==> src/sv/polarization_product_detector_unit_defines.svh <==
// Assertion macros of the polarization product detector top level.
`ifndef POLARIZATION_PRODUCT_DETECTOR_UNIT_DEFINES_SVH
`define POLARIZATION_PRODUCT_DETECTOR_UNIT_DEFINES_SVH

`ifndef SYNTHESIS

// Check that an implication holds at every clock edge outside reset.
`define PPD_ASSERT_PROP(lbl, clk, rst, prop, msg) \
   lbl: assert property (@(posedge clk) disable iff (rst) prop) else $error(msg);

// Check that a condition never holds outside reset.
`define PPD_ASSERT_NEVER(lbl, clk, rst, cond, msg) \
   lbl: assert property (@(posedge clk) disable iff (rst) !(cond)) else $error(msg);

`else

`define PPD_ASSERT_PROP(lbl, clk, rst, prop, msg)
`define PPD_ASSERT_NEVER(lbl, clk, rst, cond, msg)

`endif

`endif

==> src/sv/ppd_pkg.sv <==
// Types, constants and helpers of the polarization product detector.
package ppd_pkg;

   localparam int SAMPLE_WIDTH_DEF = 16;
   localparam int FIELD_W          = 16;
   // A sample is at most 17 significant bits; sums of two take 18.
   localparam int OP_W             = FIELD_W + 2;
   localparam int PROD_W           = 2 * OP_W;
   localparam int SUM_W            = PROD_W + 2;
   localparam int VALUE_W          = 34;
   localparam int KIND_W           = 3;
   localparam int MAX_RESULTS      = 4;
   localparam int CNT_W            = $clog2(MAX_RESULTS + 1);
   localparam int MODE_W           = 2;
   localparam int CSR_ADDR_W       = 3;
   localparam int CSR_DATA_W       = 32;

   typedef logic [MODE_W-1:0] mode_type;
   typedef logic [KIND_W-1:0] kind_type;

   localparam mode_type MODE_INTENSITY = 2'd0;
   localparam mode_type MODE_LINEAR    = 2'd1;
   localparam mode_type MODE_CIRCULAR  = 2'd2;
   localparam mode_type MODE_STOKES    = 2'd3;
   localparam mode_type MODE_RESET     = MODE_STOKES;

   localparam kind_type KIND_I  = 3'd0;
   localparam kind_type KIND_Q  = 3'd1;
   localparam kind_type KIND_U  = 3'd2;
   localparam kind_type KIND_V  = 3'd3;
   localparam kind_type KIND_XX = 3'd4;
   localparam kind_type KIND_YY = 3'd5;
   localparam kind_type KIND_LL = 3'd6;
   localparam kind_type KIND_RR = 3'd7;

   // Register index of product_mode.
   localparam logic REG_PRODUCT_MODE = 1'b0;

   localparam logic signed [SUM_W-1:0] VALUE_HI =
      SUM_W'((64'sd1 <<< (VALUE_W - 1)) - 64'sd1);
   localparam logic signed [SUM_W-1:0] VALUE_LO = -VALUE_HI - SUM_W'(1);

   // One detected item set: up to four results of a single sample.
   typedef struct packed {
      logic                                 valid;
      logic [CNT_W-1:0]                     count;
      logic [MAX_RESULTS-1:0][VALUE_W-1:0]  value;
      logic [MAX_RESULTS-1:0][KIND_W-1:0]   kind;
   } result_set_type;

   // Saturate a wide sum to the signed output range.
   function automatic logic [VALUE_W-1:0] clamp_value(input logic signed [SUM_W-1:0] v);
      if (v > VALUE_HI) begin
         return VALUE_HI[VALUE_W-1:0];
      end else if (v < VALUE_LO) begin
         return VALUE_LO[VALUE_W-1:0];
      end else begin
         return v[VALUE_W-1:0];
      end
   endfunction

endpackage

==> src/sv/ppd_serializer.sv <==
// Output buffer that shifts out the results of one sample, one item per cycle while out_ready is high.
module ppd_serializer (
   input  logic                              clock,
   input  logic                              reset,
   input  ppd_pkg::result_set_type           result_set,
   output logic                              ready,
   output logic                              out_valid,
   input  logic                              out_ready,
   output logic [ppd_pkg::VALUE_W-1:0]       out_value,
   output ppd_pkg::kind_type                 out_kind,
   output logic                              out_last
);

   localparam int N = ppd_pkg::MAX_RESULTS;

   logic [ppd_pkg::CNT_W-1:0]  count_ff, count_in;
   logic [ppd_pkg::VALUE_W-1:0] value_ff [N];
   logic [ppd_pkg::KIND_W-1:0]  kind_ff  [N];
   logic                        load, take;

   assign out_valid = (count_ff != '0);
   assign out_last  = (count_ff == ppd_pkg::CNT_W'(1));
   assign take      = out_valid && out_ready;
   // Free now, or free once the last buffered item leaves this cycle.
   assign ready     = (count_ff == '0) || (out_last && out_ready);
   assign load      = result_set.valid && ready;

   always_comb begin
      count_in = count_ff;
      if (load) begin
         count_in = result_set.count;
      end else if (take) begin
         count_in = count_ff - ppd_pkg::CNT_W'(1);
      end
   end

   always_ff @(posedge clock) begin
      if (reset) begin
         count_ff <= '0;
      end else begin
         count_ff <= count_in;
      end
   end

   always_ff @(posedge clock) begin
      if (load) begin
         for (int i = 0; i < N; i++) begin
            value_ff[i] <= result_set.value[i];
            kind_ff[i]  <= result_set.kind[i];
         end
      end else if (take) begin
         // advance the queue toward slot zero
         for (int i = 0; i < N - 1; i++) begin
            value_ff[i] <= value_ff[i+1];
            kind_ff[i]  <= kind_ff[i+1];
         end
      end
   end

   assign out_value = value_ff[0];
   assign out_kind  = kind_ff[0];

endmodule
==> config.mk <==
export PLATFORM = sky130hd
export DESIGN_NAME = ppd_serializer
export DESIGN_NICKNAME = d
export VERILOG_FILES = /design/src/sv/polarization_product_detector_unit_defines.svh /design/src/sv/ppd_pkg.sv /design/src/sv/ppd_serializer.sv
export SDC_FILE = /design/constraint.sdc
export NUM_CORES = 1
export LEC_CHECK = 0
export BUFFER_PORTS_ARGS = -buffer_cell sky130_fd_sc_hd__buf_2
export CORE_MARGIN = 10
export CORE_UTILIZATION = 45
export DETAILED_ROUTE_END_ITERATION = 6
export PLACE_DENSITY = 0.7
export SLEW_MARGIN = 10
export SYNTH_ARGS = -nofsm -noshare
export SYNTH_HDL_FRONTEND = slang
export SYNTH_SLANG_ARGS = --single-unit
==> constraint.sdc <==
create_clock -name clock -period 9.6 [get_ports clock]
set_input_delay 0.48 -clock clock [delete_from_list [all_inputs] [get_ports clock]]
set_output_delay 0.48 -clock clock [all_outputs]
set_load 0.005 [all_outputs]
# Word-level counts from Yosys, hierarchy flattened
# Memory sizes are Yosys's and may differ from the RTL's.
# Index checks and enable logic that the tools add are counted.
# Widths: inputs -> output; s select.
# totals
register_bits	3
ramBits	148
wordCells	31
memories	2
# memory_table
memory	depth	width	rd	rd_ports_with_merged_regs	wr	line	source
value_ff	4	34	4	0	4	ppd_serializer.sv:17	logic [ppd_pkg::VALUE_W-1:0] value_ff [N];
kind_ff	4	3	4	0	4	ppd_serializer.sv:18	logic [ppd_pkg::KIND_W-1:0] kind_ff [N];
# op_classes
n_addsub	1
n_eq_ne	1
mux	13
n_bitwise	6
n_reduce_logical	7
# ops
cell	n
$mux 34	3
$mux 3	5
$or 1x1->1	6
$mux 1	5
$eq 3x1->1 const B	1
$logic_and 1x1->1	3
$logic_not 3->1	1
$reduce_bool 3->1	1
$sub 3x1->3 const B	1
$reduce_bool 2->1	1
$logic_or 1x1->1	1

# Logic depth before layout (Yosys ltp)
# Gate-level depths: netlist of run 1.
# logic_depth
depth_word	7
mapped_depth	7
depth_no_buf	7

# Least setup slack after synthesis of run 1
# OpenSTA, ideal clock, no wires.
# synth_path
path_kind	register -> register
startpoint	reg count_ff[0] (netlist bit)
endpoint	reg count_ff[0] (netlist bit)
t_arrival_ns	3.624
required_time_ns	9.516
setup_slack_ns	5.892
path_stages_with_launch	8
synth_period_minus_slack_ns	3.708
cell_sequence	dfxtp_1 > inv_1 > ha_1 > nand2b_4 > mux2i_1 > inv_1 > o2111ai_1 > o31ai_2
# synth_via
elab_cells_between_ends	11
classes_between	1 x add/sub; 1 x eq/ne; 2 x mux; 7 x reduce/logical
# synth_lines
item	line	source
start, declared	ppd_serializer.sv:16	logic [ppd_pkg::CNT_W-1:0] count_ff, count_in;
start signal, assigned	ppd_serializer.sv:41	count_ff <= count_in;
$reduce_bool 3->1	ppd_serializer.sv:21	assign out_valid = (count_ff != '0);
net out_valid	ppd_serializer.sv:7	output logic out_valid,
$logic_and 1x1->1	ppd_serializer.sv:23	assign take = out_valid && out_ready;
$reduce_bool 2->1 (no line)	--	
# The timed path passes the listed nets, and every way through them passes these cells. The select of a mux whose other input is x is not followed.
# A chain may end at the register's enable or synchronous reset.

==> results.json, run 1 <==
{
  "cp-start-kind": "register",
  "cts_max_path_buffers": 2,
  "whs_ns": 0.2378,
  "cts_tree": "done",
  "crit_required_ns": 9.76,
  "overflow": 0,
  "cpMaxStageDelayCell": "buf_4",
  "crit_chain": "inv_1, ha_1, a21oi_2, o21ai_4, buf_4, buf_4, mux2_2",
  "ctsHoldBuffers": 0,
  "grt_max_degree": 62,
  "synth-seq-area-share": 0.6904,
  "leakagePower_nw": 3.502,
  "power_mw": 2.500,
  "path_clk_slew_ns": 0.06,
  "gp_congestion": 0.8069,
  "ys_types": 22,
  "hold_viol": 0,
  "utilization": 0.5789,
  "p_switching_uw": 654.0,
  "numPortBuffers": 194,
  "cts.root.buffer_cell": "clkbuf_16",
  "num-fill-cells": 1084,
  "core_area_mm2": 0.01404,
  "numCtsBuffers": 17,
  "crit_type": "reg2reg",
  "grt_pass1_wl_um": 19460,
  "place_hpwl_um": 9318,
  "critPathBufInv": 3,
  "path_depth": 7,
  "track_usage": 0.1286,
  "grt_pass1_vias": 3662,
  "antenna_violating_nets_post_route": 0,
  "viasPerCell": 4.796,
  "min_path_cells": 1,
  "final.min_clock_period_ns": 3.285,
  "syn_nets": 461,
  "rsz0062_at_grt": "no",
  "drv_cap": 0,
  "wl_um": 12820,
  "drtIter0Drc": 159,
  "drc": 0,
  "finalCritPeriodShare": 0.3422,
  "slew_violations": 0,
  "critical_path_arrival_ns": 3.45,
  "setup_violations": 0,
  "internal-power_mw": 1.846,
  "layout_common_cells": "194 x buf_2, 148 x edfxtp_1, 90 x mux2_4, 21 x mux2_2, 17 x clkbuf_16",
  "hold_class": "in2reg",
  "yosys_warnings": 0,
  "pwr-share-clk": 0.262,
  "ys_ff_latch": 151,
  "start_util": 0.4646,
  "crit_fanout": 61,
  "path_common_cell": "buf_4",
  "combPwrFrac": 0.289,
  "fmax_mhz": 304.4,
  "slew_headroom": 0.3031,
  "die_h_um": 140.4,
  "setup.worst_path.end_class": "register",
  "slowest_delay_ns": 0.91,
  "r2r_cells": 7,
  "pre_cts_ws_ns": 6.338,
  "clkSinkCount": 151,
  "final_common_cell": "buf_2",
  "drt_first_pass_iters": 4,
  "drive_gt1_frac": 0.6577,
  "outcome": "finished clean",
  "path_delay_family": "buffers and inverters",
  "io_pins": 195,
  "vias": 3367,
  "avgRoutedWirePerCell_um": 18.26,
  "power.switching_fraction": 0.2616,
  "area_delta_synth_final_pct": 24.61,
  "pwr-share-seq": 0.449,
  "clk_latency_ns": 0.41,
  "worst_pin_slew_ns": 1.045,
  "fin_nets": 666,
  "finClkSkew_ns": 0.006108,
  "postCtsSetupBuffers": 0,
  "antenna_found_initial": 1,
  "postCtsResizedCells": 0,
  "power.density_mw_per_mm2": 307.5,
  "finalSetupTns_ns": 0,
  "htreeDepth": 4,
  "die_w_um": 140.4,
  "netlist_instances": 303,
  "syn_avg_cell_area_um2": 21.53,
  "vdd_ir_drop_max_v": 0.0002748,
  "syn_area_mm2": 0.006524,
  "num_rows": 43,
  "worst_slack_ns": 6.315,
  "floorplan.die_area_mm2": 0.01971
}
## through the flow
stage,instances,area [µm²]
CTS,700,8124
floorplan,303,6524
detailed placement,669,7537
global placement,669,7537
global route,700,8124
finish,702,8129
## layer usage
metal,part of all wire,vias up,track usage
li1,-,1603,-
met1,0.37,1614,0.1384
met2,0.50,131,0.2081
met3,0.10,19,0.06660
met4,0.021,0,0.05435
met5,0,-,0
## Yosys cell counts
master | instances | area [µm²]
o21ai_4 | 1 | 16.27
inv_1 | 5 | 18.77
nand3_1 | 1 | 5.000
mux2_2 | 21 | 236.5
o31ai_1 | 2 | 15.01
dfxtp_1 | 3 | 60.06
o31ai_2 | 1 | 12.51
nand2b_1 | 1 | 6.260
nor2b_1 | 2 | 12.51
a21oi_2 | 1 | 8.760
mux2_4 | 90 | 1351
edfxtp_1 | 148 | 4444
or2_1 | 1 | 6.260
ha_1 | 3 | 37.54
a21oi_1 | 2 | 10.01
mux2i_1 | 2 | 20.02
buf_4 | 2 | 15.01
nand2_1 | 3 | 11.26
nand2b_4 | 1 | 13.76
o2111ai_1 | 2 | 17.52
buf_12 | 10 | 200.2
o21ai_0 | 1 | 5.000
## flip-flops by register name (all words and copies together), names as in the netlist
register  cells
count_ff      3
kind_ff      12
value_ff    136
## area by class of cell
| cell class | count | area [µm²] | area share |
|---|---|---|---|
| clock inverter | 13 | 157.7 | 0.01939 |
| antenna | 2 | 5.005 | 0.0006157 |
| inverter | 5 | 21.27 | 0.002617 |
| timing repair buffer | 198 | 1001 | 0.1231 |
| multi-input combinational | 135 | 1785 | 0.2196 |
| sequential | 151 | 4504 | 0.5541 |
| clock buffer | 18 | 429.2 | 0.05279 |
| tap | 180 | 225.2 | 0.02771 |
## cells by family after synthesis
kind of cell / Yosys count / synth area share
flip-flops: 151 / 0.6904
multiplexers: 113 / 0.2465
AO/OA/AOI/OAI: 10 / 0.01304
AND/OR/NAND/NOR: 9 / 0.008438
adder cells (fa/ha/maj): 3 / 0.005754
buffers and inverters: 17 / 0.03586
## worst paths after layout
kind | start | endpoint | slack [ns]
worst max-delay path | count_ff[0] | value_ff[2][33] | 6.32
worst min-delay path | result_set[128] | value_ff[3][14] | 0.24
worst max register to register | count_ff[0] | value_ff[2][33] | 6.32
worst min register to register | value_ff[2][24] | value_ff[1][24] | 0.54
## power groups by stage
stage	Combinational [mW]	Sequential [mW]	Clock (mW)
3_5_place_dp	0.733	1.14	0
5_1_grt	0.785	1.14	0.705
2_1_floorplan	0.593	1.15	0
6_report	0.722	1.12	0.655
4_1_cts	0.736	1.13	0.669
3_3_place_gp	0.712	1.13	0
(Power assumes the default switching activity.)
==> inputs of run 2 (changes only) <==
--- a/config.mk
+++ b/config.mk
@@ -9,7 +9,7 @@
 export CORE_MARGIN = 10
 export CORE_UTILIZATION = 45
 export DETAILED_ROUTE_END_ITERATION = 6
-export PLACE_DENSITY = 0.7
+export PLACE_DENSITY = 0.73
 export SLEW_MARGIN = 10
 export SYNTH_ARGS = -nofsm -noshare
 export SYNTH_HDL_FRONTEND = slang
==> constraint.sdc (replaced) <==
create_clock -name clock -period 3 [get_ports clock]
set_input_delay 0.15 -clock clock [delete_from_list [all_inputs] [get_ports clock]]
set_output_delay 0.15 -clock clock [all_outputs]
set_load 0.005 [all_outputs]
==> run 2 against run 1 <==
- clock skew increased by 0.00079 ns
- register-to-register slack got worse by 5.4 ns
- cell area grew 5.3%
- sequential share of layout area shrank 2.8 points
- first-iteration DRC count up 9.4%
- core utilization increased by 3.1 points
- critical path type unchanged
- hold slack got worse by 0.20 ns
- highest routed layer is now met5
==> results.json, run 2 (same netlist as run 1, synthesis figures left out) <==
{
  "outcome": "finished clean",
  "setup.worst_path.end_class": "register",
  "finalCritPeriodShare": 0.6918,
  "whs_ns": 0.03406,
  "worst_slack_ns": 0.9247,
  "largest_reg_flops": 136,
  "core_area_mm2": 0.01404,
  "path_common_cell": "a21oi_1",
  "fin_nets": 707,
  "hold_viol": 0,
  "place_hpwl_um": 9967,
  "num_rows": 43,
  "area_delta_synth_final_pct": 31.24,
  "finalSetupTns_ns": 0,
  "slew_violations": 0,
  "utilization": 0.6097,
  "cp-start-kind": "register",
  "leakagePower_nw": 3.679,
  "drv_cap": 0,
  "postCtsSetupBuffers": 0,
  "cpMaxStageDelayCell": "inv_2",
  "rsz0062_at_grt": "no",
  "numCtsBuffers": 17,
  "cts_max_path_buffers": 2,
  "drc": 0,
  "io_pins": 195,
  "slowest_delay_ns": 0.33,
  "grt_pass1_vias": 3880,
  "avgRoutedWirePerCell_um": 18.41,
  "final.min_clock_period_ns": 2.075,
  "numPortBuffers": 194,
  "start_util": 0.4646,
  "worst_pin_slew_ns": 0.7156,
  "htreeDepth": 4,
  "antenna_found_initial": 2,
  "clkSinkCount": 151,
  "crit_required_ns": 3.33,
  "die_w_um": 140.4,
  "track_usage": 0.1386,
  "wl_um": 13680,
  "pre_cts_ws_ns": 0.9304,
  "crit_type": "reg2reg",
  "grt_max_degree": 59,
  "finClkSkew_ns": 0.006898,
  "fmax_mhz": 481.8,
  "drt_first_pass_iters": 4,
  "postCtsResizedCells": 0,
  "setup_violations": 0,
  "floorplan.die_area_mm2": 0.01971,
  "layout_common_cells": "194 x buf_2, 148 x edfxtp_1, 90 x mux2_4, 38 x dlygate4sd3_1, 21 x mux2_2",
  "antenna_violating_nets_post_route": 0,
  "die_h_um": 140.4,
  "final_common_cell": "buf_2",
  "gp_congestion": 0.8463,
  "vias": 3498,
  "viasPerCell": 4.708,
  "crit_fanout": 16,
  "overflow": 0,
  "cts_tree": "done",
  "grt_pass1_wl_um": 21020,
  "slew_headroom": 0.5229,
  "crit_chain": "inv_1, ha_1, a21oi_1, or2_1, inv_2, buf_4, a21oi_1, o31ai_2",
  "drtIter0Drc": 174,
  "vdd_ir_drop_max_v": 0.0006007,
  "regMostFlops": "value_ff",
  "path_clk_slew_ns": 0.06,
  "power.density_mw_per_mm2": 935.3,
  "ctsHoldBuffers": 38,
  "hold_class": "in2reg",
  "cts.root.buffer_cell": "clkbuf_16",
  "critical_path_arrival_ns": 2.40,
  "clk_latency_ns": 0.41,
  "top_regs": "value_ff: 136 flops, kind_ff: 12 flops, count_ff: 3 flops",
  "drive_gt1_frac": 0.6246
}
[run 2: cell types whose count changed in the layout (fill, tap and decap cells not counted), sizes merged]
cell / previous run / this run
dlygate4sd3: 0 / 38
buf: 198 / 201
bufinv: 3 / 1
clkbuf: 18 / 19
clkinv: 6 / 7
clkinvlp: 5 / 6
diode: 2 / 1
[run 2: per-layer routing]
metal	up-vias	global-route usage	part of all wire
met1	1656	0.1483	0.38
met2	138	0.2355	0.51
li1	1683	-	-
met4	2	0.05435	0.017
met5	-	0	0.00095
met3	19	0.06051	0.093
[run 2: final cells by class]
class / instances / area (µm²)
fillers: 1026 / 5480
flip-flops and latches: 151 / 4506
multi-input cells: 135 / 1810
repair buffers: 239 / 1454
clock buffers: 19 / 432.9
well taps: 180 / 225.2
clock inverters: 13 / 108.9
inverters: 5 / 22.52
diodes: 1 / 2.502
[run 2: metrics by stage]
stage               cells  total power [mW]  cell area, µm²
floorplan             303             5.596            6554
global placement      672             5.994            7637
detailed placement    672             6.121            7637
CTS                   742             8.107            8559
global route          743             8.428            8562
finish                743             8.008            8562
[run 2: power breakdown]
group,internal (mW),leakage [nW],switching [mW],total [mW]
registers,3.40,1.46,0.196,3.60
logic,1.32,1.97,1.16,2.48
clock network,1.13,0.252,0.800,1.93
total,5.85,3.68,2.15,8.01
[run 2: final timing paths]
kind	startpoint	endpoint	slack [ns]	cells after the start
worst min-delay path	result_set[101]	value_ff[2][21]	0.03	2
worst max-delay path	count_ff[1]	count_ff[0]	0.92	8
worst max register to register	count_ff[1]	count_ff[0]	0.92	8
worst min register to register	value_ff[2][29]	value_ff[1][29]	0.54	1
[run 2: worst max-delay path: cells and delay by family (launching register included)]
| kind | cells | cell delay (ns) |
|---|---|---|
| buffers and inverters | 3 | 0.78 |
| DFF | 1 | 0.31 |
| and+or+nand+nor | 1 | 0.28 |
| adders and majority gates | 1 | 0.23 |
| AOI/OAI and AO/OA | 3 | 0.38 |
